### config.mk
export PLATFORM = sky130hd
export DESIGN_NAME = random_tile_dissolve_order
export DESIGN_NICKNAME = d
export VERILOG_FILES = /design/src/hw/rtl/rtdo_pkg.sv /design/src/hw/rtl/rtdo_divider.sv /design/src/hw/rtl/rtdo_datapath.sv /design/src/hw/rtl/rtdo_ctrl.sv /design/src/hw/rtl/random_tile_dissolve_order.sv
export SDC_FILE = /design/constraint.sdc
export NUM_CORES = 2
export LEC_CHECK = 0
export BUFFER_PORTS_ARGS = -buffer_cell sky130_fd_sc_hd__buf_4
export CORE_ASPECT_RATIO = 0.5
export CORE_MARGIN = 2
export CORE_UTILIZATION = 33
export DETAILED_ROUTE_END_ITERATION = 8
export PLACE_DENSITY = 0.48
export SLEW_MARGIN = 20
export SYNTH_ARGS = -nofsm -noshare
export SYNTH_HDL_FRONTEND = slang
export SYNTH_HIERARCHICAL = 1
export SYNTH_SLANG_ARGS = --single-unit
### constraint.sdc
create_clock -name clk_i -period 9.55 [get_ports clk_i]
set_input_delay 1.91 -clock clk_i [delete_from_list [all_inputs] [get_ports clk_i]]
set_output_delay 1.91 -clock clk_i [all_outputs]
set_load 0.01 [all_outputs]
### src/hw/rtl/rtdo_pkg.sv
package rtdo_pkg;

  localparam int unsigned CfgIdxW  = 3;
  localparam int unsigned CfgDataW = 32;
  localparam int unsigned GenW     = 32;
  localparam int unsigned InDataW  = 8;
  localparam int unsigned OutDataW = 40;
  localparam int unsigned IdxW     = 11;
  localparam int unsigned PixW     = 10;

  localparam logic [GenW-1:0] Multiplier = 32'd3538123;

  localparam int unsigned   TriesW       = 16;
  localparam logic [TriesW-1:0] MaxTriesLast = 16'hFFFF;

  localparam logic [5:0]  GridWidthRst  = 6'd18;
  localparam logic [4:0]  GridHeightRst = 5'd6;
  localparam logic [8:0]  OriginXRst    = 9'd80;
  localparam logic [7:0]  OriginYRst    = 8'd88;
  localparam logic [31:0] SeedRst       = 32'd9;

  localparam int unsigned DivW      = 32;
  localparam int unsigned DvsW      = 6;
  localparam int unsigned DivStep   = 4;
  localparam int unsigned DivCycles = DivW / DivStep;
  localparam int unsigned DivCntW   = $clog2(DivCycles);

  typedef enum logic [CfgIdxW-1:0] {
    REG_GRID_WIDTH  = 3'd0,
    REG_GRID_HEIGHT = 3'd1,
    REG_ORIGIN_X    = 3'd2,
    REG_ORIGIN_Y    = 3'd3,
    REG_SEED        = 3'd4
  } cfg_reg_e;

  typedef enum logic [4:0] {
    OP_IDLE,
    OP_LOAD,
    OP_SWEEP,
    OP_ARM,
    OP_SCAN_RD,
    OP_SCAN_NEXT,
    OP_SCAN_TAKE,
    OP_GEN,
    OP_DIV_X,
    OP_DIV_Y,
    OP_DIV_FB,
    OP_TAKE_X,
    OP_TAKE_Y,
    OP_TAKE_FB,
    OP_IDX,
    OP_IDX_RD,
    OP_MISS,
    OP_COMMIT,
    OP_NONE,
    OP_PUSH
  } dp_op_e;

  typedef enum logic [4:0] {
    ST_IDLE,
    ST_SWEEP,
    ST_ARM,
    ST_CHECK,
    ST_SCAN_RD,
    ST_SCAN_CHK,
    ST_GEN_X,
    ST_DIV_X,
    ST_WAIT_X,
    ST_GEN_Y,
    ST_DIV_Y,
    ST_WAIT_Y,
    ST_IDX,
    ST_RD,
    ST_TEST,
    ST_FB_DIV,
    ST_FB_WAIT,
    ST_COMMIT,
    ST_NONE,
    ST_PUSH
  } ctrl_state_e;

  typedef struct packed {
    logic rem_zero;
    logic fast_any;
    logic limit_zero;
    logic ptr_last;
    logic scan_end;
    logic mem_hit;
    logic draw_hit;
    logic tries_last;
    logic div_busy;
    logic out_free;
  } status_t;

endpackage

### src/hw/rtl/rtdo_divider.sv
module rtdo_divider (
  input  logic                      clk_i,
  input  logic                      rst_ni,
  input  logic                      start_i,
  input  logic [rtdo_pkg::DivW-1:0] dividend_i,
  input  logic [rtdo_pkg::DvsW-1:0] divisor_i,
  output logic                      busy_o,
  output logic [rtdo_pkg::DvsW-1:0] rem_o,
  output logic [rtdo_pkg::DivW-1:0] quo_o
);
  import rtdo_pkg::*;

  logic               busy_q;
  logic [DivCntW-1:0] cnt_q;
  logic [DvsW-1:0]    rem_q, rem_d;
  logic [DivW-1:0]    quo_q, quo_d;
  logic [DvsW-1:0]    dvs_q;
  logic [DvsW:0]      trial;

  always_comb begin
    rem_d = rem_q;
    quo_d = quo_q;
    trial = '0;
    for (int k = 0; k < DivStep; k++) begin
      trial = {rem_d, quo_d[DivW-1]};
      quo_d = {quo_d[DivW-2:0], 1'b0};
      if (trial >= {1'b0, dvs_q}) begin
        trial    = trial - {1'b0, dvs_q};
        quo_d[0] = 1'b1;
      end
      rem_d = trial[DvsW-1:0];
    end
  end

  always_ff @(posedge clk_i or negedge rst_ni) begin
    if (!rst_ni) begin
      busy_q <= 1'b0;
      cnt_q  <= '0;
    end else if (start_i) begin
      busy_q <= 1'b1;
      cnt_q  <= '0;
    end else if (busy_q) begin
      cnt_q <= cnt_q + DivCntW'(1);
      if (cnt_q == DivCntW'(DivCycles - 1)) begin
        busy_q <= 1'b0;
      end
    end
  end

  always_ff @(posedge clk_i) begin
    if (start_i) begin
      rem_q <= '0;
      quo_q <= dividend_i;
      dvs_q <= divisor_i;
    end else if (busy_q) begin
      rem_q <= rem_d;
      quo_q <= quo_d;
    end
  end

  assign busy_o = busy_q;
  assign rem_o  = rem_q;
  assign quo_o  = quo_q;

endmodule

### src/hw/rtl/rtdo_datapath.sv
module rtdo_datapath #(
  parameter int unsigned MAX_CELLS = 128,
  parameter int unsigned TILE_SIZE = 8
) (
  input  logic                          clk_i,
  input  logic                          rst_ni,
  input  rtdo_pkg::dp_op_e              op_i,
  output rtdo_pkg::status_t             status_o,
  input  logic                          cfg_we_i,
  input  logic [rtdo_pkg::CfgIdxW-1:0]  cfg_idx_i,
  input  logic [rtdo_pkg::CfgDataW-1:0] cfg_data_i,
  input  logic                          m_ready_i,
  output logic                          m_valid_o,
  output logic [rtdo_pkg::OutDataW-1:0] m_data_o,
  output logic                          m_last_o,
  output logic                          m_none_o
);
  import rtdo_pkg::*;

  localparam int unsigned AW = $clog2(MAX_CELLS);
  localparam int unsigned CW = $clog2(MAX_CELLS + 1);

  logic [5:0]       grid_w_q;
  logic [4:0]       grid_h_q;
  logic [8:0]       org_x_q;
  logic [7:0]       org_y_q;
  logic [GenW-1:0]  gen_q, gen_d;
  logic [GenW-1:0]  prod_q, prod_d;
  logic [CW-1:0]    limit_q, limit_d, rlimit_q, cells_q;
  logic [AW-1:0]    ptr_q;
  logic [TriesW-1:0] tries_q;
  logic [5:0]       x_q;
  logic [PixW-1:0]  y_q;
  logic [IdxW-1:0]  idx_q, total;
  logic             rd_q;
  logic             res_last_q, res_none_q;
  logic             out_valid_q, out_last_q, out_none_q;
  logic [OutDataW-1:0] out_data_q, pack_data;

  logic             pend_mem [MAX_CELLS];
  logic             mem_we, mem_re, mem_wdata;
  logic [AW-1:0]    mem_waddr, mem_raddr;

  logic             div_start, div_busy;
  logic [DivW-1:0]  div_dividend, div_quo;
  logic [DvsW-1:0]  div_divisor, div_rem;

  logic [15:0]      prod_px;
  logic [19:0]      prod_py;
  logic [PixW-1:0]  pix_x, pix_y;

  function automatic logic [GenW-1:0] xorshift(input logic [GenW-1:0] g);
    logic [GenW-1:0] t;
    t = g ^ (g >> 6);
    t = t ^ (t << 11);
    t = t ^ (t >> 15);
    return t;
  endfunction

  assign gen_d   = xorshift(gen_q);
  assign prod_d  = gen_d * Multiplier;
  assign total   = IdxW'(grid_w_q) * IdxW'(grid_h_q);
  assign limit_d = (total < IdxW'(MAX_CELLS)) ? CW'(total) : CW'(MAX_CELLS);

  // configuration, generator and counters
  always_ff @(posedge clk_i or negedge rst_ni) begin
    if (!rst_ni) begin
      grid_w_q <= GridWidthRst;
      grid_h_q <= GridHeightRst;
      org_x_q  <= OriginXRst;
      org_y_q  <= OriginYRst;
      gen_q    <= SeedRst;
      limit_q  <= '0;
      rlimit_q <= '0;
      cells_q  <= '0;
      ptr_q    <= '0;
      tries_q  <= '0;
    end else begin
      if (cfg_we_i) begin
        unique case (cfg_reg_e'(cfg_idx_i))
          REG_GRID_WIDTH:  grid_w_q <= cfg_data_i[5:0];
          REG_GRID_HEIGHT: grid_h_q <= cfg_data_i[4:0];
          REG_ORIGIN_X:    org_x_q  <= cfg_data_i[8:0];
          REG_ORIGIN_Y:    org_y_q  <= cfg_data_i[7:0];
          REG_SEED:        gen_q    <= cfg_data_i;
          default: ;
        endcase
      end
      case (op_i)
        OP_LOAD: begin
          limit_q <= limit_d;
          ptr_q   <= '0;
          tries_q <= '0;
        end
        OP_SWEEP, OP_SCAN_NEXT: ptr_q <= ptr_q + AW'(1);
        OP_ARM: begin
          cells_q  <= limit_q;
          rlimit_q <= limit_q;
          ptr_q    <= '0;
        end
        OP_GEN: gen_q <= gen_d;
        OP_MISS: begin
          tries_q <= tries_q + TriesW'(1);
          ptr_q   <= '0;
        end
        OP_COMMIT: begin
          if (cells_q != '0) begin
            cells_q <= cells_q - CW'(1);
          end
        end
        default: ;
      endcase
    end
  end

  // drawn cell and result flags
  always_ff @(posedge clk_i) begin
    case (op_i)
      OP_GEN:       prod_q <= prod_d;
      OP_TAKE_X:    x_q    <= div_rem;
      OP_TAKE_Y:    y_q    <= PixW'(div_rem);
      OP_TAKE_FB: begin
        x_q <= div_rem;
        y_q <= div_quo[PixW-1:0];
      end
      OP_IDX:       idx_q  <= IdxW'(x_q) + IdxW'(y_q[4:0]) * IdxW'(grid_w_q);
      OP_SCAN_TAKE: idx_q  <= IdxW'(ptr_q);
      OP_COMMIT: begin
        res_last_q <= (cells_q <= CW'(1));
        res_none_q <= 1'b0;
      end
      OP_NONE: begin
        res_last_q <= 1'b0;
        res_none_q <= 1'b1;
      end
      default: ;
    endcase
  end

  // pending flags
  assign mem_we    = (op_i == OP_SWEEP) || (op_i == OP_COMMIT);
  assign mem_re    = (op_i == OP_SCAN_RD) || (op_i == OP_IDX_RD);
  assign mem_waddr = (op_i == OP_SWEEP) ? ptr_q : idx_q[AW-1:0];
  assign mem_wdata = (op_i == OP_SWEEP) ? (CW'(ptr_q) < limit_q) : 1'b0;
  assign mem_raddr = (op_i == OP_SCAN_RD) ? ptr_q : idx_q[AW-1:0];

  always_ff @(posedge clk_i) begin
    if (mem_we) begin
      pend_mem[mem_waddr] <= mem_wdata;
    end
    if (mem_re) begin
      rd_q <= pend_mem[mem_raddr];
    end
  end

  assign div_start    = (op_i == OP_DIV_X) || (op_i == OP_DIV_Y) || (op_i == OP_DIV_FB);
  assign div_dividend = (op_i == OP_DIV_FB) ? DivW'(idx_q) : prod_q;
  assign div_divisor  = (op_i == OP_DIV_Y) ? {1'b0, grid_h_q} : grid_w_q;

  rtdo_divider u_divider (
    .clk_i      (clk_i),
    .rst_ni     (rst_ni),
    .start_i    (div_start),
    .dividend_i (div_dividend),
    .divisor_i  (div_divisor),
    .busy_o     (div_busy),
    .rem_o      (div_rem),
    .quo_o      (div_quo)
  );

  assign prod_px   = 16'(x_q) * 16'(TILE_SIZE);
  assign prod_py   = 20'(y_q) * 20'(TILE_SIZE);
  assign pix_x     = PixW'(org_x_q) + prod_px[PixW-1:0];
  assign pix_y     = PixW'(org_y_q) + prod_py[PixW-1:0];
  assign pack_data = {4'b0, pix_y, pix_x, idx_q[6:0], y_q[3:0], x_q[4:0]};

  // output stage
  always_ff @(posedge clk_i or negedge rst_ni) begin
    if (!rst_ni) begin
      out_valid_q <= 1'b0;
    end else if (op_i == OP_PUSH) begin
      out_valid_q <= 1'b1;
    end else if (m_ready_i) begin
      out_valid_q <= 1'b0;
    end
  end

  always_ff @(posedge clk_i) begin
    if (op_i == OP_PUSH) begin
      out_data_q <= res_none_q ? '0 : pack_data;
      out_last_q <= res_last_q;
      out_none_q <= res_none_q;
    end
  end

  assign m_valid_o = out_valid_q;
  assign m_data_o  = out_data_q;
  assign m_last_o  = out_last_q;
  assign m_none_o  = out_none_q;

  assign status_o.rem_zero   = (cells_q == '0);
  assign status_o.fast_any   = (limit_q >= rlimit_q);
  assign status_o.limit_zero = (limit_q == '0);
  assign status_o.ptr_last   = (ptr_q == AW'(MAX_CELLS - 1));
  assign status_o.scan_end   = (CW'(ptr_q) == limit_q - CW'(1));
  assign status_o.mem_hit    = rd_q;
  assign status_o.draw_hit   = (idx_q < IdxW'(MAX_CELLS)) && rd_q;
  assign status_o.tries_last = (tries_q == MaxTriesLast);
  assign status_o.div_busy   = div_busy;
  assign status_o.out_free   = !out_valid_q || m_ready_i;

endmodule

### src/hw/rtl/rtdo_ctrl.sv
module rtdo_ctrl (
  input  logic              clk_i,
  input  logic              rst_ni,
  input  logic              s_valid_i,
  input  logic              restart_i,
  input  rtdo_pkg::status_t status_i,
  output logic              s_ready_o,
  output rtdo_pkg::dp_op_e  op_o
);
  import rtdo_pkg::*;

  ctrl_state_e state_q, state_d;
  logic        fb_q, fb_d;

  always_ff @(posedge clk_i or negedge rst_ni) begin
    if (!rst_ni) begin
      state_q <= ST_IDLE;
      fb_q    <= 1'b0;
    end else begin
      state_q <= state_d;
      fb_q    <= fb_d;
    end
  end

  always_comb begin
    state_d   = state_q;
    fb_d      = fb_q;
    op_o      = OP_IDLE;
    s_ready_o = 1'b0;
    unique case (state_q)
      ST_IDLE: begin
        s_ready_o = 1'b1;
        if (s_valid_i) begin
          op_o    = OP_LOAD;
          fb_d    = 1'b0;
          state_d = restart_i ? ST_SWEEP : ST_CHECK;
        end
      end
      ST_SWEEP: begin
        op_o = OP_SWEEP;
        if (status_i.ptr_last) begin
          state_d = ST_ARM;
        end
      end
      ST_ARM: begin
        op_o    = OP_ARM;
        state_d = ST_CHECK;
      end
      ST_CHECK: begin
        if (status_i.rem_zero) begin
          state_d = ST_NONE;
        end else if (status_i.fast_any) begin
          state_d = ST_GEN_X;
        end else if (status_i.limit_zero) begin
          state_d = ST_NONE;
        end else begin
          state_d = ST_SCAN_RD;
        end
      end
      ST_SCAN_RD: begin
        op_o    = OP_SCAN_RD;
        state_d = ST_SCAN_CHK;
      end
      ST_SCAN_CHK: begin
        if (status_i.mem_hit) begin
          if (fb_q) begin
            op_o    = OP_SCAN_TAKE;
            state_d = ST_FB_DIV;
          end else begin
            state_d = ST_GEN_X;
          end
        end else if (status_i.scan_end) begin
          state_d = ST_NONE;
        end else begin
          op_o    = OP_SCAN_NEXT;
          state_d = ST_SCAN_RD;
        end
      end
      ST_GEN_X: begin
        op_o    = OP_GEN;
        state_d = ST_DIV_X;
      end
      ST_DIV_X: begin
        op_o    = OP_DIV_X;
        state_d = ST_WAIT_X;
      end
      ST_WAIT_X: begin
        if (!status_i.div_busy) begin
          op_o    = OP_TAKE_X;
          state_d = ST_GEN_Y;
        end
      end
      ST_GEN_Y: begin
        op_o    = OP_GEN;
        state_d = ST_DIV_Y;
      end
      ST_DIV_Y: begin
        op_o    = OP_DIV_Y;
        state_d = ST_WAIT_Y;
      end
      ST_WAIT_Y: begin
        if (!status_i.div_busy) begin
          op_o    = OP_TAKE_Y;
          state_d = ST_IDX;
        end
      end
      ST_IDX: begin
        op_o    = OP_IDX;
        state_d = ST_RD;
      end
      ST_RD: begin
        op_o    = OP_IDX_RD;
        state_d = ST_TEST;
      end
      ST_TEST: begin
        if (status_i.draw_hit) begin
          state_d = ST_COMMIT;
        end else begin
          op_o = OP_MISS;
          if (status_i.tries_last) begin
            fb_d    = 1'b1;
            state_d = ST_SCAN_RD;
          end else begin
            state_d = ST_GEN_X;
          end
        end
      end
      ST_FB_DIV: begin
        op_o    = OP_DIV_FB;
        state_d = ST_FB_WAIT;
      end
      ST_FB_WAIT: begin
        if (!status_i.div_busy) begin
          op_o    = OP_TAKE_FB;
          state_d = ST_COMMIT;
        end
      end
      ST_COMMIT: begin
        op_o    = OP_COMMIT;
        state_d = ST_PUSH;
      end
      ST_NONE: begin
        op_o    = OP_NONE;
        state_d = ST_PUSH;
      end
      ST_PUSH: begin
        if (status_i.out_free) begin
          op_o    = OP_PUSH;
          state_d = ST_IDLE;
        end
      end
      default: state_d = ST_IDLE;
    endcase
  end

endmodule

### src/hw/rtl/random_tile_dissolve_order.sv
// Random tile dissolve order: each input beat requests the next cell of the
// tile grid that has not been shown yet, in pseudo-random order.
// Input beat: s_axis_tdata[0] = restart; a set restart first marks every cell
// below min(width*height, MAX_CELLS) pending again.
// Output beat: one per input beat. tlast marks the cell that completes the
// picture; tuser marks that no pending cell was left (tdata is then zero).
// Registers are written through cfg_we_i/cfg_idx_i/cfg_data_i; the user
// must write them only while idle, which the block itself does not enforce.
// A seed write also reloads the generator.
// A restart sweeps all MAX_CELLS pending flags; after the grid shrank, the
// flags are checked one by one. Each drawn cell pair takes two generator
// steps, two remainder passes through the shared divider (4 bits a cycle),
// the index and one pending-flag read. Near completion the number of pairs
// grows toward the number of cells; after 65536 rejected pairs a
// lowest-index scan takes over. One item at a time; the next request is
// taken while the previous result still waits in the output register.
// Reset loads the register defaults and the seed, and leaves nothing
// pending. A stalled receiver holds the result; the block finishes the next
// item and then waits for the output register to empty.
module random_tile_dissolve_order #(
  parameter int unsigned MAX_CELLS = 128,
  parameter int unsigned TILE_SIZE = 8
) (
  input  logic                          clk_i,
  input  logic                          rst_ni,
  input  logic                          cfg_we_i,
  input  logic [rtdo_pkg::CfgIdxW-1:0]  cfg_idx_i,
  input  logic [rtdo_pkg::CfgDataW-1:0] cfg_data_i,
  input  logic                          s_axis_tvalid,
  output logic                          s_axis_tready,
  // restart
  input  logic [rtdo_pkg::InDataW-1:0]  s_axis_tdata,
  output logic                          m_axis_tvalid,
  input  logic                          m_axis_tready,
  // cell_x, cell_y, cell_index, pixel_x, pixel_y
  output logic [rtdo_pkg::OutDataW-1:0] m_axis_tdata,
  output logic                          m_axis_tlast,
  // none_left
  output logic                          m_axis_tuser
);
  import rtdo_pkg::*;

  dp_op_e  op;
  status_t status;

  rtdo_ctrl u_ctrl (
    .clk_i     (clk_i),
    .rst_ni    (rst_ni),
    .s_valid_i (s_axis_tvalid),
    .restart_i (s_axis_tdata[0]),
    .status_i  (status),
    .s_ready_o (s_axis_tready),
    .op_o      (op)
  );

  rtdo_datapath #(
    .MAX_CELLS (MAX_CELLS),
    .TILE_SIZE (TILE_SIZE)
  ) u_datapath (
    .clk_i      (clk_i),
    .rst_ni     (rst_ni),
    .op_i       (op),
    .status_o   (status),
    .cfg_we_i   (cfg_we_i),
    .cfg_idx_i  (cfg_idx_i),
    .cfg_data_i (cfg_data_i),
    .m_ready_i  (m_axis_tready),
    .m_valid_o  (m_axis_tvalid),
    .m_data_o   (m_axis_tdata),
    .m_last_o   (m_axis_tlast),
    .m_none_o   (m_axis_tuser)
  );

endmodule

==> flow_metrics.env <==
export IMPL_cts_tree="yes"
export IMPL_yosys_area_share_adder=0.241
export IMPL_crit_top_cell="ha_1"
export IMPL_yosys_warnings=6
export IMPL_postSynth_topFlopCell="edfxtp_1"
export IMPL_rsz0062_at_grt="false"
export IMPL_setup_tns_ns=0
export IMPL_dp_hpwl_um=60900
export IMPL_cts_sinks=387
export IMPL_avgSynthCellArea_um2=10.5
export IMPL_outcome="complete, no violations"
export IMPL_max_slew_margin_rel=0.179
export IMPL_grt_pass1_wl_um=130000
export IMPL_drt_iter0_drc=1364
export IMPL_grt_max_degree=129
export IMPL_arrival_ns=8.86
export IMPL_crit_required_ns=10.03
export IMPL_cts_setup_buffers=0
export IMPL_via_count=21300
export IMPL_cpMaxStageDelayCell="a211oi_1"
export IMPL_yosysTopAreaCell="edfxtp_1"
export IMPL_synth_area_mux_share=0.0585
export IMPL_synth_top_area_frac=0.255
export IMPL_gp_congestion=0.851
export IMPL_cap_violations=0
export IMPL_cts_root_to_sink_buffers=3
export IMPL_track_usage=0.174
export IMPL_fin_crit_sh=0.878
export IMPL_fmax_mhz=119
export IMPL_gr_total_overflow=0
export IMPL_drtAntennaViolNets=0
export IMPL_start_util=0.333
export IMPL_startpoint_type="flop"
export IMPL_hold_viol_final=0
export IMPL_critPathMaxStageDelay_ns=0.80
export IMPL_clockRootBuffer="clkbuf_16"
export IMPL_synth_top_family_by_area="adder cells"
export IMPL_synth_xor_xnor_area_share=0.0534
export IMPL_ys_seq_area_frac=0.355
export IMPL_synth_compound_area_frac=0.101
export IMPL_die_area_mm2=0.0965
export IMPL_postCtsHoldBufs=0
export IMPL_hp_class="flop to flop"
export IMPL_fp_dieW_um=437
export IMPL_antenna_cells=0
export IMPL_clk_latency_ns=0.61
export IMPL_critPathCaptureType="flop"
export IMPL_vias_per_cell=4.94
export IMPL_synth_area_mm2=0.0310
export IMPL_die_h_um=221
export IMPL_tightest_slew_ns=1.22
export IMPL_path_clk_slew_ns=0.06
export IMPL_coreArea_mm2=0.0930
export IMPL_slew_violations=0
export IMPL_yosys_area_share_simple=0.125
export IMPL_ios=92
export IMPL_ys_top_cells_by_area="edfxtp_1, fa_1, ha_1"
export IMPL_h_tree_depth=2
export IMPL_wl_per_cell_um=19.0
export IMPL_async_reset_ff_frac=0.305
export IMPL_path_class="flop to flop"
export IMPL_layout_nets=3523
export IMPL_grt_pass1_vias=22000
export IMPL_synth_edf_count=263
export IMPL_cts_buffers=43
export IMPL_synth_seq_cells=387
export IMPL_layout_commonest_cell="inv_1"
export IMPL_cts_resized_gates=0
export IMPL_rows=79
export IMPL_drc_errors=0
export IMPL_antenna_found_initial=4
export IMPL_synthDistinctLibCells=109
export IMPL_syn_to_final_growth_pct=11.4
export IMPL_drt_total_wl_um=81900
export IMPL_final_cell_mix="inv_1, edfxtp_1, nor2_1, ha_1, fa_1"
export IMPL_io_buffer_count=80
export IMPL_crit_fanout=11
export IMPL_synthCells=2953
export IMPL_finalCriticalPeriod_ns=8.38
export IMPL_layout_drive_gt1_share=0.120
export IMPL_setup_violations=0
export IMPL_drtPass1Iterations=5
export IMPL_finClkSkew_ns=0.0495
[routing by layer]
metal,track usage,part of all wire,wire length [um]
met1,0.245,0.49,39900
met2,0.289,0.46,38000
met3,0.0182,0.031,2550
met4,0.0398,0.018,1490
met5,0,0,0
[final timing paths]
kind                                                    start                             to  slack (ns)  cells past startpoint
max in group asynchronous                              rst_ni              u_ctrl/state_q[0]        6.74                      2
worst max-delay path            u_datapath/u_divider/dvs_q[1]  u_datapath/u_divider/rem_o[1]        1.17                     29
worst min register to register          u_datapath/res_last_q            u_datapath/m_last_o        0.44                      0
worst min-delay path                    u_datapath/res_last_q            u_datapath/m_last_o        0.44                      0
worst max register to register  u_datapath/u_divider/dvs_q[1]  u_datapath/u_divider/rem_o[1]        1.17                     29
min in group asynchronous                              rst_ni           u_datapath/gen_q[22]        1.38                      1
[worst max-delay path: cells and delay by family, from the launching register on]
kind	cells	cell delay, ns
AND/OR/NAND/NOR	7	0.85
buffers and inverters	1	0.21
AO/OA/AOI/OAI	16	5.10
flip-flops	1	0.45
adder cells (fa/ha/maj)	4	1.29
multiplexers	1	0.36
[area by class of cell]
class	instances	area [um2]
Timing Repair Buffer	129	972
Inverter	403	1510
Sequential cell	387	11000
Fill cell	9264	58500
Tap cell	1255	1570
Clock buffer	54	1150
Clock inverter	24	288
Multi-Input combinational cell	2051	18000
[synthesized netlist by cell type, types with 20 or more instances]
library cell,instances
nand3_1,38
inv_1,399
a21oi_1,75
a211oi_1,23
nor2_1,249
mux2_2,91
fa_1,227
clkbuf_1,70
o21ai_0,123
xor2_1,59
mux2i_1,55
and2_1,65
buf_2,20
ha_1,233
nor3_1,32
edfxtp_1,263
a21o_1,39
o21a_1,22
nand2_1,182
nand2b_1,30
xnor2_1,130
and3_1,41
nor2b_1,44
dfrtp_1,107
[cells by family after synthesis]
kind of cell	after synthesis
DFF	387
xor gates and xnor gates	189
and+or+nand+nor	781
adders and majority gates	460
muxes	159
other	1
buffers and inverters	518
AOI/OAI and AO/OA	458
[through the flow]
stage / std cells / cell area (um2) / setup slack [ns] / util / hold slack [ns]
finish: 4303 / 34500 / 1.17 / 0.371 / 0.436
global route: 4303 / 34500 / 0.385 / 0.371 / 0.443
CTS: 4303 / 34500 / 1.17 / 0.371 / 0.445
detailed placement: 4225 / 33000 / 1.16 / 0.355 / 0.430
global placement: 4225 / 33000 / 1.29 / 0.355 / 0.425
floorplan: 2956 / 31000 / 1.87 / - / 0.400
[registers in the layout, summed over array words and instances (netlist names), 9 cells and up]
signal	count
u_datapath/tries_q	16
u_datapath/prod_q	32
u_datapath/idx_q	11
u_datapath/gen_q	32
u_datapath/u_divider/quo_o	32
u_datapath/pend_mem	128
u_datapath/org_x_q	9
u_datapath/m_data_o	36
Power is left out: the tool's default activity adds up to more than one toggle a clock period on the data nets, which glitch-free logic cannot reach.
